[config.mk]
export PLATFORM = sky130hd
export DESIGN_NAME = message_frame_parser_xor_check
export DESIGN_NICKNAME = d
export VERILOG_FILES = /design/src/rtl/mfpxc_pkg.sv /design/src/rtl/mfpxc_store.sv /design/src/rtl/message_frame_parser_xor_check.sv
export SDC_FILE = /design/constraint.sdc
export NUM_CORES = 1
export LEC_CHECK = 0
export ABC_AREA = 1
export BUFFER_PORTS_ARGS = -buffer_cell sky130_fd_sc_hd__buf_4
export CORE_MARGIN = 2
export CORE_UTILIZATION = 35
export DETAILED_ROUTE_END_ITERATION = 10
export GPL_TIMING_DRIVEN = 0
export HOLD_SLACK_MARGIN = 0.15
export PLACE_DENSITY = 0.56
export SLEW_MARGIN = 20
export SYNTH_ARGS = -nofsm -noshare
export SYNTH_HDL_FRONTEND = slang
export SYNTH_HIERARCHICAL = 1
export SYNTH_SLANG_ARGS = --single-unit
[constraint.sdc]
create_clock -name clk_i -period 6 [get_ports clk_i]
set_input_delay 0.3 -clock clk_i [delete_from_list [all_inputs] [get_ports clk_i]]
set_output_delay 0.3 -clock clk_i [all_outputs]
set_load 0.01 [all_outputs]
[src/rtl/mfpxc_pkg.sv]
// Package for the message frame parser with xor check.
// Shared constants: field widths, beat widths and the default payload depth.
// No dependencies.
package mfpxc_pkg;

  // default payload store depth in bytes (legal range 1 to 64)
  localparam int unsigned MaxPayloadDef = 32;

  // received byte, length field, payload index and header half widths
  localparam int unsigned ByteW = 8;
  localparam int unsigned LenW  = 7;
  localparam int unsigned IdxW  = 6;
  localparam int unsigned HalfW = 16;

  // result beat: four header halves, length, index, byte, zero padding
  localparam int unsigned OutFieldW = 4 * HalfW + LenW + IdxW + ByteW;
  localparam int unsigned OutDataW  = ((OutFieldW + 7) / 8) * 8;

endpackage

[src/rtl/mfpxc_store.sv]
// Payload byte store for the message frame parser with xor check.
// One write port, one read port with registered read data.
// Depends on mfpxc_pkg for the byte width.
module mfpxc_store #(
  parameter int unsigned Depth = mfpxc_pkg::MaxPayloadDef,
  parameter int unsigned AddrW = (Depth > 1) ? $clog2(Depth) : 1
) (
  input  logic                         clk_i,
  input  logic                         we_i,
  input  logic [AddrW-1:0]             waddr_i,
  input  logic [mfpxc_pkg::ByteW-1:0]  wdata_i,
  input  logic                         re_i,
  input  logic [AddrW-1:0]             raddr_i,
  output logic [mfpxc_pkg::ByteW-1:0]  rdata_o
);

  logic [mfpxc_pkg::ByteW-1:0] mem_q [Depth];
  logic [mfpxc_pkg::ByteW-1:0] rdata_q;

  // write and registered read
  always_ff @(posedge clk_i) begin
    if (we_i) begin
      mem_q[waddr_i] <= wdata_i;
    end
    if (re_i) begin
      rdata_q <= mem_q[raddr_i];
    end
  end

  assign rdata_o = rdata_q;

endmodule

[src/rtl/message_frame_parser_xor_check.sv]
// Top level of the message frame parser with xor check.
// Parses sync word, header, payload and checksum; replays good frames from the payload store.
// Depends on mfpxc_pkg and mfpxc_store.
//
//  channel   | signals                        | beat contents
//  ----------+--------------------------------+-----------------------------------------
//  s_axis    | tvalid tready tdata[7:0] tlast | rx_byte, end_of_chunk on tlast
//  m_axis    | tvalid tready tdata[87:0] tlast| header, length, index, byte; last on tlast
//  cfg       | cfg_we_i cfg_wdata_i[31:0]     | sync_word
//
// Parsing takes one received byte per cycle. After the checksum byte of a good
// frame the input stalls while the run is replayed from the payload store: each
// result beat is a store read, then a hold until m_axis_tready, and a frame of N
// payload bytes gives max(N,1) beats, all with the input stalled.
// Reset puts the parser in the sync hunt with the sync word cleared; the store
// needs no clearing since only bytes written in the current frame are read.
module message_frame_parser_xor_check #(
  parameter int unsigned MaxPayload = mfpxc_pkg::MaxPayloadDef
) (
  input  logic                              clk_i,
  input  logic                              rst_ni,
  // tdata: [7:0] rx_byte
  input  logic                              s_axis_tvalid,
  output logic                              s_axis_tready,
  input  logic [mfpxc_pkg::ByteW-1:0]       s_axis_tdata,
  input  logic                              s_axis_tlast,
  // tdata: [15:0] packet_id, [31:16] dest_addr, [47:32] src_addr,
  //        [63:48] message_id, [70:64] payload_len, [76:71] payload_index,
  //        [84:77] payload_byte, [87:85] zero
  output logic                              m_axis_tvalid,
  input  logic                              m_axis_tready,
  output logic [mfpxc_pkg::OutDataW-1:0]    m_axis_tdata,
  output logic                              m_axis_tlast,
  input  logic                              cfg_we_i,
  input  logic [31:0]                       cfg_wdata_i
);

  localparam int unsigned AddrW  = (MaxPayload > 1) ? $clog2(MaxPayload) : 1;
  localparam logic [mfpxc_pkg::ByteW-1:0] MaxLen = mfpxc_pkg::ByteW'(MaxPayload);
  localparam int unsigned PadW   = mfpxc_pkg::OutDataW - mfpxc_pkg::OutFieldW;

  typedef enum logic [2:0] {
    P_HUNT, P_PKT, P_DEST, P_SRC, P_MSG, P_LEN, P_PAY, P_CHK
  } phase_e;

  typedef enum logic [1:0] {
    E_IDLE, E_READ, E_SHOW
  } emit_e;

  phase_e                         phase_q, phase_d;
  emit_e                          emit_q, emit_d;
  logic [31:0]                    sync_word_q;
  logic [31:0]                    shift_q, shift_d;
  logic                           half_q, half_d;
  logic [mfpxc_pkg::ByteW-1:0]    xor_q, xor_d;
  logic [mfpxc_pkg::LenW-1:0]     cnt_q, cnt_d;
  logic [mfpxc_pkg::LenW-1:0]     idx_q, idx_d;

  logic [mfpxc_pkg::HalfW-1:0]    pkt_id_q, dest_q, src_q, msg_id_q;
  logic [mfpxc_pkg::LenW-1:0]     len_q;

  logic [mfpxc_pkg::ByteW-1:0]    rx_byte;
  logic                           in_fire;
  logic [31:0]                    shift_nxt;
  logic [mfpxc_pkg::LenW-1:0]     cnt_inc;
  logic                           mem_we, mem_re;
  logic [mfpxc_pkg::ByteW-1:0]    mem_rdata;
  logic                           run_last;
  logic [mfpxc_pkg::ByteW-1:0]    out_byte;

  assign rx_byte       = s_axis_tdata;
  assign s_axis_tready = (emit_q == E_IDLE);
  assign in_fire       = s_axis_tvalid && s_axis_tready;
  assign shift_nxt     = {shift_q[23:0], rx_byte};
  assign cnt_inc       = cnt_q + mfpxc_pkg::LenW'(1);

  // payload byte store
  mfpxc_store #(
    .Depth (MaxPayload),
    .AddrW (AddrW)
  ) u_store (
    .clk_i   (clk_i),
    .we_i    (mem_we),
    .waddr_i (cnt_q[AddrW-1:0]),
    .wdata_i (rx_byte),
    .re_i    (mem_re),
    .raddr_i (idx_q[AddrW-1:0]),
    .rdata_o (mem_rdata)
  );

  // parser and replay next state
  always_comb begin
    phase_d = phase_q;
    emit_d  = emit_q;
    shift_d = shift_q;
    half_d  = half_q;
    xor_d   = xor_q;
    cnt_d   = cnt_q;
    idx_d   = idx_q;
    mem_we  = 1'b0;
    mem_re  = 1'b0;

    if (in_fire) begin
      if (phase_q != P_HUNT) begin
        xor_d = xor_q ^ rx_byte;
      end
      unique case (phase_q)
        P_HUNT: begin
          shift_d = shift_nxt;
          if (shift_nxt == sync_word_q) begin
            phase_d = P_PKT;
            shift_d = '0;
            half_d  = 1'b0;
            xor_d   = '0;
          end
        end
        P_PKT: begin
          half_d = ~half_q;
          if (half_q) phase_d = P_DEST;
        end
        P_DEST: begin
          half_d = ~half_q;
          if (half_q) phase_d = P_SRC;
        end
        P_SRC: begin
          half_d = ~half_q;
          if (half_q) phase_d = P_MSG;
        end
        P_MSG: begin
          half_d = ~half_q;
          if (half_q) phase_d = P_LEN;
        end
        P_LEN: begin
          if (rx_byte > MaxLen) begin
            phase_d = P_HUNT;
            shift_d = '0;
            half_d  = 1'b0;
          end else begin
            cnt_d   = '0;
            phase_d = (rx_byte == '0) ? P_CHK : P_PAY;
          end
        end
        P_PAY: begin
          mem_we = 1'b1;
          cnt_d  = cnt_inc;
          if (cnt_inc >= len_q) phase_d = P_CHK;
        end
        P_CHK: begin
          // good frame when the running xor folds to zero with the checksum
          if ((xor_q ^ rx_byte) == '0) begin
            emit_d = E_READ;
            idx_d  = '0;
          end
          phase_d = P_HUNT;
          shift_d = '0;
          half_d  = 1'b0;
        end
        default: phase_d = P_HUNT;
      endcase
      // end of chunk drops any partial frame
      if (s_axis_tlast) begin
        phase_d = P_HUNT;
        shift_d = '0;
        half_d  = 1'b0;
      end
    end

    // replay of a good frame, one store read per result beat
    unique case (emit_q)
      E_IDLE: ;
      E_READ: begin
        mem_re = 1'b1;
        emit_d = E_SHOW;
      end
      E_SHOW: begin
        if (m_axis_tready) begin
          if (run_last) begin
            emit_d = E_IDLE;
          end else begin
            idx_d  = idx_q + mfpxc_pkg::LenW'(1);
            emit_d = E_READ;
          end
        end
      end
      default: emit_d = E_IDLE;
    endcase
  end

  // control state
  always_ff @(posedge clk_i or negedge rst_ni) begin
    if (!rst_ni) begin
      phase_q     <= P_HUNT;
      emit_q      <= E_IDLE;
      sync_word_q <= '0;
      shift_q     <= '0;
      half_q      <= 1'b0;
      xor_q       <= '0;
      cnt_q       <= '0;
      idx_q       <= '0;
    end else begin
      phase_q <= phase_d;
      emit_q  <= emit_d;
      shift_q <= shift_d;
      half_q  <= half_d;
      xor_q   <= xor_d;
      cnt_q   <= cnt_d;
      idx_q   <= idx_d;
      if (cfg_we_i) begin
        sync_word_q <= cfg_wdata_i;
      end
    end
  end

  // header fields, little-endian halves
  always_ff @(posedge clk_i) begin
    if (in_fire) begin
      case (phase_q)
        P_PKT: begin
          if (half_q) pkt_id_q[15:8] <= rx_byte;
          else        pkt_id_q[7:0]  <= rx_byte;
        end
        P_DEST: begin
          if (half_q) dest_q[15:8] <= rx_byte;
          else        dest_q[7:0]  <= rx_byte;
        end
        P_SRC: begin
          if (half_q) src_q[15:8] <= rx_byte;
          else        src_q[7:0]  <= rx_byte;
        end
        P_MSG: begin
          if (half_q) msg_id_q[15:8] <= rx_byte;
          else        msg_id_q[7:0]  <= rx_byte;
        end
        P_LEN: begin
          if (rx_byte <= MaxLen) len_q <= rx_byte[mfpxc_pkg::LenW-1:0];
        end
        default: ;
      endcase
    end
  end

  // result beat
  assign run_last      = (len_q == '0) || (idx_q == (len_q - mfpxc_pkg::LenW'(1)));
  assign out_byte      = (len_q == '0) ? '0 : mem_rdata;
  assign m_axis_tvalid = (emit_q == E_SHOW);
  assign m_axis_tlast  = run_last;
  assign m_axis_tdata  = {{PadW{1'b0}}, out_byte, idx_q[mfpxc_pkg::IdxW-1:0], len_q,
                          msg_id_q, src_q, dest_q, pkt_id_q};

endmodule

======== After elaboration in Yosys (flattened, before gate mapping) ========
Memories as Yosys holds them, arrays and structs flattened. A register that Yosys moved wholly into a read port is not among the register bits.
Index checks and enable logic that the tools add are counted.
word-level totals
  RAM bits ................................ 256
  memories kept ........................... 1
  register bits ........................... 155
  output and inout bits ................... 91
cells by class
  equality and inequality tests ........... 19
  add/sub/neg operators ................... 3
  reduce and logical (&&, ||, !) cells .... 25
  order comparisons ....................... 3
  mux-type cells .......................... 41
  bitwise gates (word level) .............. 2
memory list
  name           words  bits a word  read ports  clocked after Yosys merged registers in  wr ports  line               RTL
  u_store.mem_q  32     8            1           1                                        1         mfpxc_store.sv:17  logic [mfpxc_pkg::ByteW-1:0] mem_q [Depth];
operators by type and width
  kind                                                                              count
  24-bit two-way mux                                                                3
  24-bit case mux with 3 select lines                                               1
  7-bit two-way mux                                                                 7
  3-bit AND reduction                                                               11
  32-bit == test                                                                    1
  8-bit two-way mux                                                                 4
  3-bit two-way mux                                                                 8
  3-bit case mux with 8 select lines                                                1
  3-bit inequality test, second input constant                                      7
  8-bit zero test                                                                   2
  7-bit by 1-bit adder with 7-bit output, second input constant                     2
  7-bit case mux with 2 select lines                                                1
  3-bit == test, second input constant                                              4
  1-bit two-way mux                                                                 10
  8-bit by 6-bit greater-than comparator with 1-bit output, second input constant   1
  8-bit by 6-bit less-or-equal comparator with 1-bit output, second input constant  1
  2-bit two-way mux                                                                 4
  8-bit bitwise XOR                                                                 1
  7-bit == test                                                                     1
  7-bit greater-or-equal comparator                                                 1
  7-bit zero test                                                                   1
  7-bit AND reduction                                                               1
  7-bit by 1-bit subtractor with 7-bit output, second input constant                1
  3-bit by 2-bit == test with 1-bit output, second input constant                   2
  17 further kinds                                                                  17

======== Depth between registers and ports, before layout ========
Gate-level depths: netlist of the first run.
  word-level depth ........................ 8
  gate-level depth with buffers ........... 14

======== Cells and area by module ========
Netlist of the first run, hierarchy kept.
modules (own cells, without submodules)
  module                          area each (um2)  instances  cells each
  mfpxc_store                     10,866.7         1          922
  message_frame_parser_xor_check  7,049.3          1          698

======== Least setup slack after synthesis of the first run ========
OpenSTA, ideal clock, no wires.
  path type ............................... register to register
  from .................................... register emit_q[0]
  to ...................................... memory u_store/mem_q[11][0] (netlist bit), enable pin
  setup time .............................. 0.370 ns
  slack ................................... 3.662 ns
  data arrival time ....................... 1.968 ns
  stages on the path, launching flop included .. 7
  clock period less this slack ............ 2.338 ns
  data required time ...................... 5.630 ns
  path through ............................ dfrtp_1 -> nor2_1 -> nand2_1 -> clkbuf_1 -> nor2_1 -> nand3_1 -> nor2_1
between the ends
  word-level cells in the longest chain between the ends .. 5
ends and longest elaborated chain
  item                                     line                                   RTL
  from (decl)                              message_frame_parser_xor_check.sv:51   emit_e emit_q, emit_d;
  from (signal assigned)                   message_frame_parser_xor_check.sv:202  emit_q <= emit_d;
  2-bit zero test                          message_frame_parser_xor_check.sv:72   assign s_axis_tready = (emit_q == E_IDLE);
  net s_axis_tready                        message_frame_parser_xor_check.sv:24   output logic s_axis_tready,
  1-bit logical AND                        message_frame_parser_xor_check.sv:73   assign in_fire = s_axis_tvalid && s_axis_tready;
  1-bit two-way mux                        message_frame_parser_xor_check.sv:103  if (in_fire) begin
  net mem_we                               message_frame_parser_xor_check.sv:66   logic mem_we, mem_re;
  1-bit two-way mux                        mfpxc_store.sv:22                      if (we_i) begin
  1-bit two-way mux (not written as such)  mfpxc_store.sv:23                      mem_q[waddr_i] <= wdata_i;
  to (decl)                                mfpxc_store.sv:17
The timed path passes the listed nets, and every way through them passes these cells.

======== Final worst setup path of the first run ========
  from .................................... register emit_q[0]
  to ...................................... memory u_store/mem_q[19][1] (netlist bit), enable pin
between the ends
  word-level cells in the longest chain between the ends .. 5
ends and longest elaborated chain
  item                                     line
  2-bit zero test                          message_frame_parser_xor_check.sv:72
  1-bit logical AND                        message_frame_parser_xor_check.sv:73
  1-bit two-way mux                        message_frame_parser_xor_check.sv:103
  net mem_we                               message_frame_parser_xor_check.sv:66
  1-bit two-way mux                        mfpxc_store.sv:22
  1-bit two-way mux (not written as such)  mfpxc_store.sv:23
The timed path passes the listed nets, and every way through them passes these cells.

==> results of run 1 <==
==> layout make-up <==
| class | instances | area [sq um] | share of cell area (%) |
|---|---|---|---|
| Antenna cell | 1 | 2.50 | 0.0116 |
| Buffer | 78 | 567 | 2.63 |
| Clock buffer | 65 | 1280 | 5.96 |
| Clock inverter | 18 | 161 | 0.749 |
| Inverter | 100 | 375 | 1.74 |
| Multi-Input combinational cell | 1025 | 4820 | 22.4 |
| Sequential cell | 419 | 12200 | 56.4 |
| Tap cell | 672 | 841 | 3.90 |
| Timing Repair Buffer | 167 | 1350 | 6.24 |
==> flip-flops by register name, indices dropped and copies added, names as in the netlist <==
| signal | count |
|---|---|
| u_store/rdata_o | 8 |
| phase_q | 3 |
| emit_q | 2 |
| sync_word_q | 32 |
| idx_q | 7 |
| half_q | 1 |
| cnt_q | 7 |
| u_store/mem_q | 256 |
| dest_q | 16 |
| xor_q | 8 |
| msg_id_q | 16 |
| pkt_id_q | 16 |
| src_q | 16 |
| shift_q | 24 |
| len_q | 7 |
==> critical path, delay by kind of cell, from the launching register on <==
kind | cells | cell delay, ns
flip-flops | 1 | 0.41
buffers and inverters | 1 | 0.28
AND/OR/NAND/NOR | 5 | 2.30
==> placed cells by master, fill, tap and decap left out, types with 18 or more instances in the layout <==
cell / instances
buf_2: 21
buf_4: 145
buf_6: 27
clkbuf_1: 29
clkbuf_16: 47
dfrtp_1: 84
dlygate4sd3_1: 35
edfxtp_1: 335
inv_1: 95
mux2_2: 21
nand2_1: 515
nand3_1: 228
nor2_1: 108
o21ai_0: 22
o22ai_1: 28
xnor2_1: 28
xor2_1: 18
==> routing by layer <==
metal  share of wire, %  vias to the layer above
met1                 44                     5902
met3                5.6                       82
met4                2.5                        0
li1                   -                     5943
met5                  0                        -
met2                 48                      358
==> power groups by stage <==
stage / clock (uW) / sequential, uW / combinational [uW]
after floorplan: 0 / 3440 / 495
after global placement: 0 / 3450 / 742
after detailed placement: 0 / 3460 / 758
after CTS: 2790 / 3400 / 781
after global routing: 2900 / 3420 / 872
final: 2720 / 3400 / 775
==> cells by family (layout without fill, tap and decap cells) <==
| kind of cell | count (synthesis) | in the layout | share of synthesized area [%] |
|---|---|---|---|
| simple gates | 879 | 879 | 20.4 |
| flops | 419 | 419 | 67.9 |
| buf+inv | 178 | 428 | 5.26 |
| compound gates | 66 | 66 | 2.17 |
| xor+xnor | 46 | 46 | 2.25 |
| mux | 21 | 21 | 1.32 |
| fa+ha+maj | 10 | 10 | 0.698 |
| other cells | 1 | 4 | 0.0209 |
==> per-stage QoR <==
stage               power, uW  utilization, %
floorplan                3930               -
global placement         4190            39.2
detailed placement       4210            39.2
CTS                      6970            42.8
global route             7190            42.8
finish                   6900            42.8
==> final timing paths <==
| kind | from | to | slack, ns | cells after the start |
|---|---|---|---|---|
| min in group asynchronous | rst_ni | shift_q[16] | 0.32 | 2 |
| worst max register to register | emit_q[0] | u_store/mem_q[19][1] | 2.62 | 6 |
| worst max-delay path | emit_q[0] | u_store/mem_q[19][1] | 2.62 | 6 |
| max in group asynchronous | rst_ni | cnt_q[0] | 5.09 | 2 |
| worst min register to register | xor_q[5] | xor_q[5] | 0.50 | 2 |
| worst min-delay path | cfg_we_i | sync_word_q[23] | 0.18 | 2 |
==> timing repair <==
item                                    CTS  global route
gates resized for setup                   0             0
hold endpoints to repair                119             0
hold buffers                             35             0
endpoints found under the setup margin    0             0
==> out/results.tsv, run 1 <==
metric	value	unit
Final setup viols	0	
Die ar.	53000	sq um
FP Rows	82	
CP max stage delay	0.91	ns
Critical Path AT	3.57	ns
Peak Freq	296	MHz
worst hold path type	primary input to flip-flop	
Synth Cell Area	17900	sq um
CTS root buf	clkbuf_16	
met1 Track Usage GR	23.9	%
Area Growth Syn to Fin	20.3	%
met2 Usage GRT	30.0	%
clock latency on the worst-skew pair	0.58	ns
Most Frequent Cell on Critical Path	nor2_1	
combinational power share	11.2	%
Sink Count	419	
Period Utilization, post-route	56.4	%
final instance area	21600	sq um
Mapped Cells	1620	
vias in the first global route	12000	
dominant cell type by area after synthesis	edfxtp_1	
Net Sw Frac	25.1	%
Worst Path Required	6.19	ns
met3 Track Usage GR	3.62	%
H-tree levels	2	
hold violation count in the final report	0	
fin nets	1893	
synthesized area per cell	11.1	sq um
Initial Util	35.6	%
top_reg_cell synth	edfxtp_1	
core area	50400	sq um
startpoint types	flip-flop	
static leakage	0.00851	uW
Yosys reg bits	419	
Non-Filler Instances	2545	
drt total wl	48000	um
Most Crowded Layer GR	met2	
post-layout minimum cycle time	3.38	ns
Reg clk slew, reported paths	0.06	ns
setup bufs post-CTS	0	
Seq pwr share	49.3	%
CTS tree	done	
Min Hold Slack	0.176	ns
final HPWL from detailed placement	31500	um
worst-margin pin slew	1.06	ns
cell with the most instances after synthesis	nand2_1	
setup_tns	0	ns
Die H	230	um
max_slew headroom	29.1	%
GRT Residual Overflow	0	
CP max stage cell	nor2_1	
peak supply drop	200	uV
DR WL/cell	18.9	um
maxcap violations	0	
clock network fraction of total power	39.4	%
Setup Skew	0.0167	ns
gr usage total	18.0	%
CP Capture Type	flip-flop	
routability cong.	0.865	
largest net degree at the start of global routing	85	
Post-synth EDFFs	335	
Die W	230	um
ANT nets after route	0	
final setup margin	2.62	ns
status	finished clean	
Power per Cell Area	320	nW/um^2
Crit Path Class	flip-flop to flip-flop	
initial antenna violation count	0	
CP max FO	10	
CTS Buf Count	46	
Cell Area, Placed	19800	sq um
most common library cells after synthesis	515 x nand2_1, 335 x edfxtp_1, 228 x nand3_1	
pins over their slew limit	0	
FFs w/ async S/R, synth	20.0	%
ranking of synthesized cells by area	edfxtp_1 56%, dfrtp_1 12%, nand2_1 11%	
Pre-antenna DRT Iters	5	
first-pass GRT wire length	72000	um
vias	12300	
DRC viols	0	
post-synth cell types	32	
initial detailed-routing violation count	839	
IO buf count	132	
RSZ-0062 raised after global routing	false	
Synthesis Warnings	6	
Yosys top cell area share	56.1	%
Int Pwr	5170	uW
sequence of cells on the critical path	nor2_1 -> nand2_1 -> clkbuf_1 -> nor2_1 -> nand3_1 -> nor2_1	
net load switching power	1730	uW
Vias/cell	4.83	
share of cells above drive strength 1	15.3	%
Fillers	4692	
post-synthesis sequential area ratio	67.9	%
Max Buffers Root-to-Sink	3	
Ports	137	
pre-CTS setup slack	2.64	ns
DP Cell Count	2426	
Note: power is estimated with default switching activity, not from simulation.
==> run 2, diff against run 1 <==
--- a/config.mk
+++ b/config.mk
@@ -12,7 +12,7 @@
 export DETAILED_ROUTE_END_ITERATION = 10
 export GPL_TIMING_DRIVEN = 0
 export HOLD_SLACK_MARGIN = 0.15
-export PLACE_DENSITY = 0.56
+export PLACE_DENSITY = 0.58
 export SLEW_MARGIN = 20
 export SYNTH_ARGS = -nofsm -noshare
 export SYNTH_HDL_FRONTEND = slang
==> constraint.sdc (replaced) <==
create_clock -name clk_i -period 3 [get_ports clk_i]
set_input_delay 0.15 -clock clk_i [delete_from_list [all_inputs] [get_ports clk_i]]
set_output_delay 0.15 -clock clk_i [all_outputs]
set_load 0.01 [all_outputs]
==> out/results.tsv, run 2 (same netlist as run 1, synthesis figures left out) <==
metric	value	unit	change
Initial Util	35.6	%	unchanged
Final setup viols	0		unchanged
ANT nets after route	0		unchanged
CTS tree	done		
Fillers	4684		-0.17%
Die ar.	53000	sq um	unchanged
setup_tns	0	ns	unchanged
fin nets	1904		+0.58%
routability cong.	0.879		+1.7%
RSZ-0062 raised after global routing	false		
Area Growth Syn to Fin	22.6	%	
drt total wl	48500	um	+1.1%
# diodes	0		-1
CP max FO	10		unchanged
Die W	230	um	unchanged
CTS root buf	clkbuf_16		
hold violation count in the final report	0		unchanged
Reg with most FFs	u_store/mem_q		
Reg clk slew, reported paths	0.06	ns	about the same
status	finished clean		
vias	12600		+2.7%
DRC viols	0		unchanged
multi-input logic area	5040	sq um	+4.7%
final HPWL from detailed placement	31500	um	about the same
share of cells above drive strength 1	17.5	%	+2.2 points
startpoint types	flip-flop		
Hold Crit Depth	1		-1
Pre-antenna DRT Iters	5		unchanged
worst-margin pin slew	0.980	ns	-0.0798 ns
IO buf count	132		unchanged
most frequent cells in the layout	515 x nand2_1, 335 x edfxtp_1, 224 x nand3_1, 146 x buf_4, 95 x inv_1		
Layout Utilization	43.6	%	+0.81 points
Worst Path Required	3.21	ns	-2.98 ns
pins over their slew limit	0		unchanged
vias in the first global route	12500		+4.3%
final setup margin	0.107	ns	-2.51 ns
CP Capture Type	flip-flop		
GRT Residual Overflow	0		unchanged
Setup Skew	0.0161	ns	-0.000610 ns
Die H	230	um	unchanged
core area	50400	sq um	unchanged
most common cell after layout, fill and taps aside	nand2_1		
post-layout minimum cycle time	2.89	ns	-0.490 ns
initial antenna violation count	0		unchanged
H-tree levels	2		unchanged
peak supply drop	483	uV	+140%
initial detailed-routing violation count	954		+14%
Sink Count	419		unchanged
Max Buffers Root-to-Sink	3		unchanged
gr usage total	18.3	%	+0.32 points
Crit Path Class	flip-flop to flip-flop		
worst hold path type	primary input to flip-flop		
static leakage	0.00860	uW	+1.0%
DR WL/cell	19.0	um	+0.77%
largest net degree at the start of global routing	85		unchanged
Seq. cell area	12200	sq um	unchanged
Power per Cell Area	645	nW/um^2	+100%
Period Utilization, post-route	96.4	%	+40 points
Ports	137		unchanged
first-pass GRT wire length	73600	um	+2.3%
max_slew headroom	34.1	%	+5.1 points
top flop regs	u_store/mem_q x256, sync_word_q x32, shift_q x24		
clock latency on the worst-skew pair	0.57	ns	about the same
Peak Freq	346	MHz	+17%
pre-CTS setup slack	-0.340	ns	-2.98 ns
cells on worst reg2reg path	6		unchanged
Largest register FFs	256		unchanged
CTS Buf Count	46		unchanged
maxcap violations	0		unchanged
FP Rows	82		unchanged
Vias/cell	4.94		+2.4%
Critical Path AT	3.10	ns	-0.47 ns
## run 2: changes by cell type in the layout (fill, tap and decap cells not counted), sizes merged
| cell | delta |
|---|---|
| buf | +1 |
| bufinv | +4 |
| clkbuf | -5 |
| diode | -1 |
| dlygate4sd3 | +10 |
| inv | -1 |
## run 2: worst max-delay path: stages (launching register included)
cell	delay, ns
dfrtp_1	0.41
nor2_1	0.27
nand2_1	0.21
clkbuf_1	0.31
nor2_4	0.32
nand3_2	0.43
nor2_2	0.56
## run 2: timing repair
action | 4_1_cts | 5_1_grt
endpoints found under the hold margin | 265 | 0
hold buffers | 45 | 0
gates resized for setup | 51 | 11
setup buffers | 0 | 1
setup endpoints to repair | 256 | 135
pin swaps | 0 | 1
## run 2: layout make-up
class	count	area share, %
Buffer	78	2.58
Clock buffer	60	5.71
Clock inverter	21	1.20
Inverter	100	1.73
Multi-Input combinational cell	1025	23.0
Sequential cell	419	55.4
Tap cell	672	3.83
Timing Repair Buffer	178	6.61
## run 2: metrics by stage
stage                     hold WS, ns  instance area [sq um]  std cells  total power, uW
after detailed placement        0.365                  19800       2426             8420
after global placement          0.362                  19800       2426             8370
after floorplan                -0.146                  17900       1622             7870
final                           0.177                  22000       2553            14200
after CTS                       0.166                  21900       2552            14200
after global routing            0.170                  22000       2553            14700
## run 2: metal layers
metal	vias up	share of wire [%]	track usage (%)
li1	5954	-	-
met1	6180	43	24.6
met2	413	48	30.2
met3	74	6.2	3.10
met4	0	2.7	6.21
met5	-	0	0
## run 2: where the power goes
part	switching, uW	total [uW]	internal (uW)
Sequential	221	6800	6580
Combinational	1010	1620	607
Clock	2280	5740	3460
## run 2: worst paths after layout
path / start / end / slack, ns
setup / recovery: emit_q[0] / u_store/mem_q[31][7] / 0.11
hold / removal: s_axis_tdata[4] / u_store/mem_q[1][4] / 0.18
setup reg to reg: emit_q[0] / u_store/mem_q[31][7] / 0.11
hold reg to reg: idx_q[6] / idx_q[6] / 0.50
max in group asynchronous: rst_ni / cnt_q[2] / 2.25
min in group asynchronous: rst_ni / shift_q[20] / 0.20
